[config.mk]
export PLATFORM = sky130hd
export DESIGN_NAME = qpack_field_line_parser_core
export DESIGN_NICKNAME = d
export VERILOG_FILES = /design/src/qfp_pkg.sv /design/src/qfp_int_step.sv /design/src/qpack_field_line_parser_core.sv
export SDC_FILE = /design/constraint.sdc
export NUM_CORES = 2
export LEC_CHECK = 0
export BUFFER_PORTS_ARGS = -buffer_cell sky130_fd_sc_hd__buf_2
export CAP_MARGIN = 20
export CORE_MARGIN = 3
export CORE_UTILIZATION = 31
export DETAILED_ROUTE_END_ITERATION = 8
export SLEW_MARGIN = 20
export SYNTH_ARGS = -nofsm -noshare
export SYNTH_HDL_FRONTEND = slang
export SYNTH_HIERARCHICAL = 1
export SYNTH_SLANG_ARGS = --single-unit
[constraint.sdc]
create_clock -name clk -period 40.8 [get_ports clk]
set_input_delay 2.04 -clock clk [delete_from_list [all_inputs] [get_ports clk]]
set_output_delay 2.04 -clock clk [all_outputs]
set_load 0.05 [all_outputs]
[src/qfp_pkg.sv]
// ----------------------------------------------------------------------------
// qfp_pkg
// Types and constants shared by the QPACK field line parser.
// ----------------------------------------------------------------------------
package qfp_pkg;

  typedef enum logic [7:0] {
    PH_FIRST    = 8'b0000_0001,
    PH_IDX_INT  = 8'b0000_0010,
    PH_NAME_INT = 8'b0000_0100,
    PH_NAME_SKP = 8'b0000_1000,
    PH_VHDR     = 8'b0001_0000,
    PH_VAL_INT  = 8'b0010_0000,
    PH_VAL_SKP  = 8'b0100_0000,
    PH_DRAIN    = 8'b1000_0000
  } phase_t;

  typedef enum logic [1:0] {
    EV_NONE,
    EV_DONE,
    EV_ERR
  } event_t;

  localparam logic [1:0] ST_OK    = 2'd0;
  localparam logic [1:0] ST_TRUNC = 2'd1;
  localparam logic [1:0] ST_PROTO = 2'd2;

  localparam logic [2:0] KIND_IDX_STATIC  = 3'd0;
  localparam logic [2:0] KIND_IDX_DYN     = 3'd1;
  localparam logic [2:0] KIND_NREF_STATIC = 3'd2;
  localparam logic [2:0] KIND_NREF_DYN    = 3'd3;
  localparam logic [2:0] KIND_LIT_NAME    = 3'd4;
  localparam logic [2:0] KIND_PB_IDX      = 3'd5;
  localparam logic [2:0] KIND_PB_NREF     = 3'd6;

  localparam logic [6:0] PMAX_3 = 7'h07;
  localparam logic [6:0] PMAX_4 = 7'h0F;
  localparam logic [6:0] PMAX_6 = 7'h3F;
  localparam logic [6:0] PMAX_7 = 7'h7F;

  localparam logic [5:0] SHIFT_LIMIT = 6'd62;
  localparam logic [5:0] SHIFT_SAT   = 6'd63;

  typedef struct packed {
    logic [61:0] accum;
    logic [5:0]  shift;
    logic        ovf;
    logic        more;
  } int_step_t;

endpackage

[src/qfp_int_step.sv]
// ----------------------------------------------------------------------------
// qfp_int_step
// One continuation byte of a prefixed integer: 7-bit chunk add with
// 62-bit overflow check and saturating shift count.
// ----------------------------------------------------------------------------
module qfp_int_step
  import qfp_pkg::*;
(
  input  logic [61:0] accum,
  input  logic [5:0]  shift,
  input  logic [7:0]  data,
  output int_step_t   res
);

  logic [6:0]  chunk;
  logic [68:0] addend;
  logic [68:0] sum;
  logic        fits;
  logic [6:0]  shift_sum;

  assign chunk     = data[6:0];
  assign addend    = {62'd0, chunk} << shift;
  assign sum       = {7'd0, accum} + addend;
  assign fits      = (shift < SHIFT_LIMIT) && (sum[68:62] == 7'd0);
  assign shift_sum = {1'b0, shift} + 7'd7;

  always_comb begin
    res.accum = fits ? sum[61:0] : accum;
    res.ovf   = !fits && (chunk != 7'd0);
    res.shift = (shift_sum > {1'b0, SHIFT_SAT}) ? SHIFT_SAT : shift_sum[5:0];
    res.more  = data[7];
  end

endmodule

[src/qpack_field_line_parser_core.sv]
// ----------------------------------------------------------------------------
// qpack_field_line_parser_core
// Parses QPACK field line representations one byte a beat and reports one
// descriptor per finished, truncated or failed line.
// ----------------------------------------------------------------------------
//  channel | signals                        | beat
//  --------+--------------------------------+---------------------------------
//  in      | in_valid / in_stall            | data_byte, section_end
//  out     | out_valid / out_stall          | line descriptor (11 fields)
//
// One byte per cycle sustained while the result channel does not stall; a
// taken byte goes to the input register, and its result beat is then written
// from there into the result register.
// The input register drains only when the result register is free or moving.
// Synchronous reset clears valids and parser state; no clearing pass.
// ----------------------------------------------------------------------------
module qpack_field_line_parser_core
  import qfp_pkg::*;
(
  input  logic        clk,
  input  logic        rst,
  input  logic        in_valid,
  output logic        in_stall,
  input  logic [7:0]  data_byte,
  input  logic        section_end,
  output logic        out_valid,
  input  logic        out_stall,
  output logic [1:0]  status,
  output logic [2:0]  line_kind,
  output logic        n_bit,
  output logic [61:0] table_index,
  output logic        name_coded,
  output logic [61:0] name_size,
  output logic [63:0] name_start,
  output logic        value_coded,
  output logic [61:0] value_size,
  output logic [63:0] value_start,
  output logic [63:0] line_bytes
);

  // input register
  logic        in_vld;
  logic [7:0]  in_byte;
  logic        in_end;

  // parser state
  phase_t      phase;
  logic [2:0]  kind_reg;
  logic [2:0]  flag_bits;
  logic [61:0] int_accum;
  logic [5:0]  shift_count;
  logic [61:0] index_reg;
  logic [61:0] name_len_reg;
  logic [61:0] value_len_reg;
  logic [61:0] skip_left;
  logic [63:0] byte_count;
  logic [63:0] name_off_reg;
  logic [63:0] value_off_reg;

  phase_t      phase_next;
  logic [2:0]  kind_next;
  logic [2:0]  flag_next;
  logic [61:0] accum_next;
  logic [5:0]  shift_next;
  logic [61:0] index_next;
  logic [61:0] name_len_next;
  logic [61:0] value_len_next;
  logic [61:0] skip_next;
  logic [63:0] byte_count_next;
  logic [63:0] name_off_next;
  logic [63:0] value_off_next;

  logic        proceed;
  logic        accept;
  event_t      ev;
  logic        emit;
  logic [1:0]  res_status;
  logic        start;
  phase_t      int_phase;
  logic [6:0]  pv;
  logic [6:0]  pmax;
  logic        int_done;
  logic [61:0] int_val;
  logic [63:0] count_base;
  int_step_t   istep;

  assign proceed  = in_vld && (!out_valid || !out_stall);
  assign in_stall = in_vld && !proceed;
  assign accept   = in_valid && !in_stall;

  qfp_int_step u_int (
    .accum (int_accum),
    .shift (shift_count),
    .data  (in_byte),
    .res   (istep)
  );

  assign count_base = (phase == PH_FIRST) ? 64'd0 : byte_count;

  always_comb begin
    phase_next      = phase;
    kind_next       = kind_reg;
    flag_next       = flag_bits;
    accum_next      = int_accum;
    shift_next      = shift_count;
    index_next      = index_reg;
    name_len_next   = name_len_reg;
    value_len_next  = value_len_reg;
    skip_next       = skip_left;
    name_off_next   = name_off_reg;
    value_off_next  = value_off_reg;
    byte_count_next = (&count_base) ? count_base : count_base + 64'd1;
    ev              = EV_NONE;
    start           = 1'b0;
    int_phase       = PH_IDX_INT;
    pv              = 7'd0;
    pmax            = PMAX_7;
    int_done        = 1'b0;
    int_val         = 62'd0;

    case (phase)
      PH_FIRST: begin
        flag_next      = 3'd0;
        index_next     = 62'd0;
        name_len_next  = 62'd0;
        value_len_next = 62'd0;
        name_off_next  = 64'd0;
        value_off_next = 64'd0;
        skip_next      = 62'd0;
        start          = 1'b1;
        if (in_byte[7]) begin
          kind_next = in_byte[6] ? KIND_IDX_STATIC : KIND_IDX_DYN;
          pv        = {1'b0, in_byte[5:0]};
          pmax      = PMAX_6;
        end else if (in_byte[6]) begin
          kind_next    = in_byte[4] ? KIND_NREF_STATIC : KIND_NREF_DYN;
          flag_next[0] = in_byte[5];
          pv           = {3'd0, in_byte[3:0]};
          pmax         = PMAX_4;
        end else if (in_byte[5]) begin
          kind_next    = KIND_LIT_NAME;
          flag_next[0] = in_byte[4];
          flag_next[1] = in_byte[3];
          int_phase    = PH_NAME_INT;
          pv           = {4'd0, in_byte[2:0]};
          pmax         = PMAX_3;
        end else if (in_byte[4]) begin
          kind_next = KIND_PB_IDX;
          pv        = {3'd0, in_byte[3:0]};
          pmax      = PMAX_4;
        end else begin
          kind_next    = KIND_PB_NREF;
          flag_next[0] = in_byte[3];
          pv           = {4'd0, in_byte[2:0]};
          pmax         = PMAX_3;
        end
      end
      PH_IDX_INT, PH_NAME_INT, PH_VAL_INT: begin
        int_phase = phase;
        if (istep.ovf) begin
          ev = EV_ERR;
        end else begin
          accum_next = istep.accum;
          shift_next = istep.shift;
          if (!istep.more) begin
            int_done = 1'b1;
            int_val  = istep.accum;
          end
        end
      end
      PH_NAME_SKP: begin
        skip_next = skip_left - 62'd1;
        if (skip_left == 62'd1) begin
          phase_next = PH_VHDR;
        end
      end
      PH_VHDR: begin
        flag_next[2] = flag_bits[2] | in_byte[7];
        start        = 1'b1;
        int_phase    = PH_VAL_INT;
        pv           = in_byte[6:0];
        pmax         = PMAX_7;
      end
      PH_VAL_SKP: begin
        skip_next = skip_left - 62'd1;
        if (skip_left == 62'd1) begin
          ev = EV_DONE;
        end
      end
      PH_DRAIN: begin
        byte_count_next = byte_count;
        if (in_end) begin
          phase_next = PH_FIRST;
        end
      end
      default: begin
        phase_next = PH_FIRST;
      end
    endcase

    if (start) begin
      phase_next = int_phase;
      if (pv < pmax) begin
        int_done = 1'b1;
        int_val  = {55'd0, pv};
      end else begin
        accum_next = {55'd0, pmax};
        shift_next = 6'd0;
      end
    end

    if (int_done) begin
      case (int_phase)
        PH_IDX_INT: begin
          index_next = int_val;
          if (kind_next == KIND_NREF_STATIC || kind_next == KIND_NREF_DYN ||
              kind_next == KIND_PB_NREF) begin
            phase_next = PH_VHDR;
          end else begin
            ev = EV_DONE;
          end
        end
        PH_NAME_INT: begin
          name_len_next = int_val;
          name_off_next = byte_count_next;
          if (int_val == 62'd0) begin
            phase_next = PH_VHDR;
          end else begin
            skip_next  = int_val;
            phase_next = PH_NAME_SKP;
          end
        end
        default: begin
          value_len_next = int_val;
          value_off_next = byte_count_next;
          if (int_val == 62'd0) begin
            ev = EV_DONE;
          end else begin
            skip_next  = int_val;
            phase_next = PH_VAL_SKP;
          end
        end
      endcase
    end

    emit       = 1'b0;
    res_status = ST_OK;
    if (ev == EV_DONE) begin
      emit       = 1'b1;
      phase_next = PH_FIRST;
    end else if (ev == EV_ERR) begin
      emit       = 1'b1;
      res_status = ST_PROTO;
      phase_next = in_end ? PH_FIRST : PH_DRAIN;
    end else if (in_end && phase != PH_DRAIN) begin
      emit       = 1'b1;
      res_status = ST_TRUNC;
      phase_next = PH_FIRST;
    end
  end

  // input register
  always_ff @(posedge clk) begin
    if (rst) begin
      in_vld <= 1'b0;
    end else if (accept) begin
      in_vld <= 1'b1;
    end else if (proceed) begin
      in_vld <= 1'b0;
    end
    if (accept) begin
      in_byte <= data_byte;
      in_end  <= section_end;
    end
  end

  // parser state
  always_ff @(posedge clk) begin
    if (rst) begin
      phase         <= PH_FIRST;
      kind_reg      <= 3'd0;
      flag_bits     <= 3'd0;
      int_accum     <= 62'd0;
      shift_count   <= 6'd0;
      index_reg     <= 62'd0;
      name_len_reg  <= 62'd0;
      value_len_reg <= 62'd0;
      skip_left     <= 62'd0;
      byte_count    <= 64'd0;
      name_off_reg  <= 64'd0;
      value_off_reg <= 64'd0;
    end else if (proceed) begin
      phase         <= phase_next;
      kind_reg      <= kind_next;
      flag_bits     <= flag_next;
      int_accum     <= accum_next;
      shift_count   <= shift_next;
      index_reg     <= index_next;
      name_len_reg  <= name_len_next;
      value_len_reg <= value_len_next;
      skip_left     <= skip_next;
      byte_count    <= byte_count_next;
      name_off_reg  <= name_off_next;
      value_off_reg <= value_off_next;
    end
  end

  // result register
  always_ff @(posedge clk) begin
    if (rst) begin
      out_valid <= 1'b0;
    end else if (proceed && emit) begin
      out_valid <= 1'b1;
    end else if (!out_stall) begin
      out_valid <= 1'b0;
    end
    if (proceed && emit) begin
      status        <= res_status;
      line_kind     <= kind_next;
      line_bytes    <= byte_count_next;
      n_bit         <= 1'b0;
      table_index   <= 62'd0;
      name_coded    <= 1'b0;
      name_size     <= 62'd0;
      name_start    <= 64'd0;
      value_coded   <= 1'b0;
      value_size    <= 62'd0;
      value_start   <= 64'd0;
      if (res_status == ST_OK) begin
        n_bit <= flag_next[0];
        if (kind_next != KIND_LIT_NAME) begin
          table_index <= index_next;
        end else begin
          name_coded <= flag_next[1];
          name_size  <= name_len_next;
          name_start <= name_off_next;
        end
        if (kind_next == KIND_NREF_STATIC || kind_next == KIND_NREF_DYN ||
            kind_next == KIND_LIT_NAME || kind_next == KIND_PB_NREF) begin
          value_coded <= flag_next[2];
          value_size  <= value_len_next;
          value_start <= value_off_next;
        end
      end
    end
  end

endmodule

==> flow_summary.yaml <==
clock_tree:
  cts_tree: "built"
  cts.clk_slew.worst_paths_ns: 0.06
  cts_buffer_depth: 3
  cts_resized: 0
  cts.sinks: 919
  cts-buffers-inserted: 99
  postCtsHoldBufs: 0
  cts_root_buffer: "clkbuf_16"
  post_cts_buffers: 0
  insertion_delay_ns: 0.76
  h-tree-depth: 3
global_route:
  grt_pass1_wl_um: 273300
  grt-ovfl-total: 0
  grt_max_degree: 213
  grt_use_total_pct: 23.64
  grt_pass1_vias: 39080
  antenna_found_initial: 8
timing:
  rsz0062_at_grt: "no"
  timing.clock.skew_ns: 0.08326
  finalSetupViolCount: 0
  fmax_mhz: 72.99
  fin_tns_setup_ns: 0
  tightest_slew_ns: 1.492
  finalCritPeriodShare_pct: 33.58
  finalCriticalPeriod_ns: 13.70
  maxSlewViolCount: 0
  max_slew_margin_pct: 0.5215
  hold_viol_final: 0
logic_synthesis:
  synthArstFlopShare_pct: 0
  synth-warning-count: 6
  synth_top_flop_cell: "dfxtp_1"
  synth_seq_cells: 919
  syn_area_per_cell_um2: 8.873
  synth_cells: 5221
  netlist-cell-type-count: 101
  synth_area_um2: 46330
  synth_enable_flop_cells: 395
  ys_seq_area_share_pct: 48.25
  synthesis.nets: 5306
critical_path:
  required_ns: 41.16
  arrival_ns: 14.06
  critPathMaxFanout: 74
  cpPeakStageDelay_ns: 0.89
  worst_path_max_delay_cell: "or4_4"
  critPathLaunchType: "flop"
  crit_type: "reg2reg"
  end_kind: "flop"
  crit_top_cell: "buf_4"
place:
  dp_cells: 7160
  place.gp.congestion: 0.9575
  port_buffers: 400
  dp_hpwl_um: 130200
floorplan:
  die_w_um: 392.6
  coreArea_um2: 148000
  ios: 401
  row_count: 141
  start_util_pct: 31.30
  die_area_um2: 154100
  die_h_um: 392.6
detailed_routing:
  drt-wirelength-per-cell_um: 25.85
  via_per_inst: 5.839
  drtIter0Drc: 4975
  via_count: 42903
  drc: 0
  dr.pass1.iters: 9
  antenna_left: 0
  wirelength_um: 190000
hold_path:
  hold_path.class: "reg2reg"
layout:
  fill_cells: 14955
  final_cell_count_no_fill: 7348
  areaGrowthSynthToFinish_pct: 14.84
  final_util_pct: 35.94
  drive_gt1_share_pct: 14.84
  diodes: 0
  nNetsFinal: 5417
outcome:
  outcome: "complete, no violations"
power_and_ir_drop:
  power.total_mw: 2.192
  p_per_area_nw_per_um2: 41.19
  vdd_ir_drop_max_uv: 36.62
  leakage_nw: 18.04
job:
  max_cap_violations: 0
[final timing paths]
check | start | end | slack [ns] | cells past startpoint
max | shift_count[1]$_SDFFE_PP0P_ | name_size[13]$_SDFFCE_PP0P_ | 27.10 | 29
min reg2reg | index_reg[61]$_SDFFE_PP0P_ | index_reg[61]$_SDFFE_PP0P_ | 0.45 | 2
min | index_reg[61]$_SDFFE_PP0P_ | index_reg[61]$_SDFFE_PP0P_ | 0.45 | 2
max reg2reg | shift_count[1]$_SDFFE_PP0P_ | name_size[13]$_SDFFCE_PP0P_ | 27.10 | 29
[layout by cell type (no fill, tap or decap), types with 17 or more instances in the layout]
cell / Yosys / final
nand2_1: 683 / 678
a21oi_1: 535 / 535
dfxtp_1: 524 / 524
nor2_1: 525 / 511
nand3_1: 438 / 438
buf_2: 57 / 399
edfxtp_1: 395 / 395
o21ai_0: 196 / 192
a22oi_1: 116 / 116
clkbuf_16: 0 / 100
nor3_1: 95 / 91
a211oi_1: 86 / 85
xnor2_1: 76 / 76
buf_4: 2 / 76
a22o_1: 73 / 73
ha_1: 71 / 71
nand4_1: 65 / 65
a31oi_1: 61 / 61
mux2_4: 59 / 59
xor2_1: 55 / 55
nor4_1: 56 / 54
inv_1: 54 / 54
a21o_1: 40 / 40
or3_1: 40 / 39
a32oi_1: 35 / 35
or4_1: 33 / 32
and3_1: 30 / 29
clkinv_2: 0 / 29
o2bb2ai_1: 28 / 28
o31ai_1: 26 / 26
and2_1: 25 / 24
mux2i_1: 20 / 20
o211ai_1: 17 / 17
[area by class of cell]
class / count / area (um2) / area share, %
flip-flops and latches: 919 / 22350 / 42.01
multi-input cells: 3777 / 22120 / 41.58
clock buffers: 121 / 2661 / 5.002
repair buffers: 478 / 2608 / 4.901
well taps: 1930 / 2415 / 4.539
clock inverters: 66 / 830.8 / 1.562
inverters: 57 / 216.5 / 0.4068
[worst max-delay path: cells and delay by family, from the launching register on]
kind,cells,cell delay (ns)
compound gates,11,3.94
fa+ha+maj,1,0.42
buf+inv,6,4.10
flops,1,0.82
mux,1,0.42
simple gates,10,3.33
[kinds of logic after synthesis]
kind of cell	after synthesis	synth area share, %
AOI/OAI and AO/OA	1385	19.12
xor gates and xnor gates	131	2.477
adders and majority gates	72	1.961
buffers and inverters	525	4.640
DFF	919	48.25
muxes	96	2.830
and+or+nand+nor	2093	20.72
[stage by stage]
step	instance area, um2	setup WS (ns)	hold slack [ns]
after floorplan	46330	16.97	0.4167
after global placement	49700	27.50	0.4333
after detailed placement	49700	27.32	0.4382
after CTS	53200	27.27	0.4516
after global routing	53200	26.46	0.4658
final	53200	27.10	0.4508
[power by group]
part / internal, mW / total [mW] / leakage, nW / switching (mW)
Sequential: 0.979 / 0.994 / 8.18 / 0.0145
Clock: 0.554 / 0.969 / 1.72 / 0.414
Combinational: 0.0370 / 0.229 / 8.14 / 0.192
Total: 1.57 / 2.19 / 18.0 / 0.621
[routing by layer]
layer	vias to the layer above	wire [um]	track usage, %
met2	2319	86170	37.38
met3	466	15640	3.858
met4	6	11830	12.93
li1	19273	-	-
met5	-	34	0
met1	20839	76270	30.83
[cells in the mapped netlist, types with 26 or more instances]
master / instances / area share (%)
nand2_1: 683 / 5.5
a21oi_1: 535 / 5.8
nor2_1: 525 / 4.3
dfxtp_1: 524 / 23
nand3_1: 438 / 4.7
edfxtp_1: 395 / 26
clkbuf_1: 386 / 3.1
o21ai_0: 196 / 2.1
a22oi_1: 116 / 1.9
nor3_1: 95 / 1.0
a211oi_1: 86 / 1.4
xnor2_1: 76 / 1.4
a22o_1: 73 / 1.4
ha_1: 71 / 1.9
nand4_1: 65 / 0.88
a31oi_1: 61 / 0.82
mux2_4: 59 / 1.9
buf_2: 57 / 0.62
nor4_1: 56 / 0.76
xor2_1: 55 / 1.0
inv_1: 54 / 0.44
a21o_1: 40 / 0.65
or3_1: 40 / 0.54
a32oi_1: 35 / 0.66
or4_1: 33 / 0.53
and3_1: 30 / 0.41
o2bb2ai_1: 28 / 0.53
o31ai_1: 26 / 0.42
No activity file was read; power rests on OpenSTA's default activity.
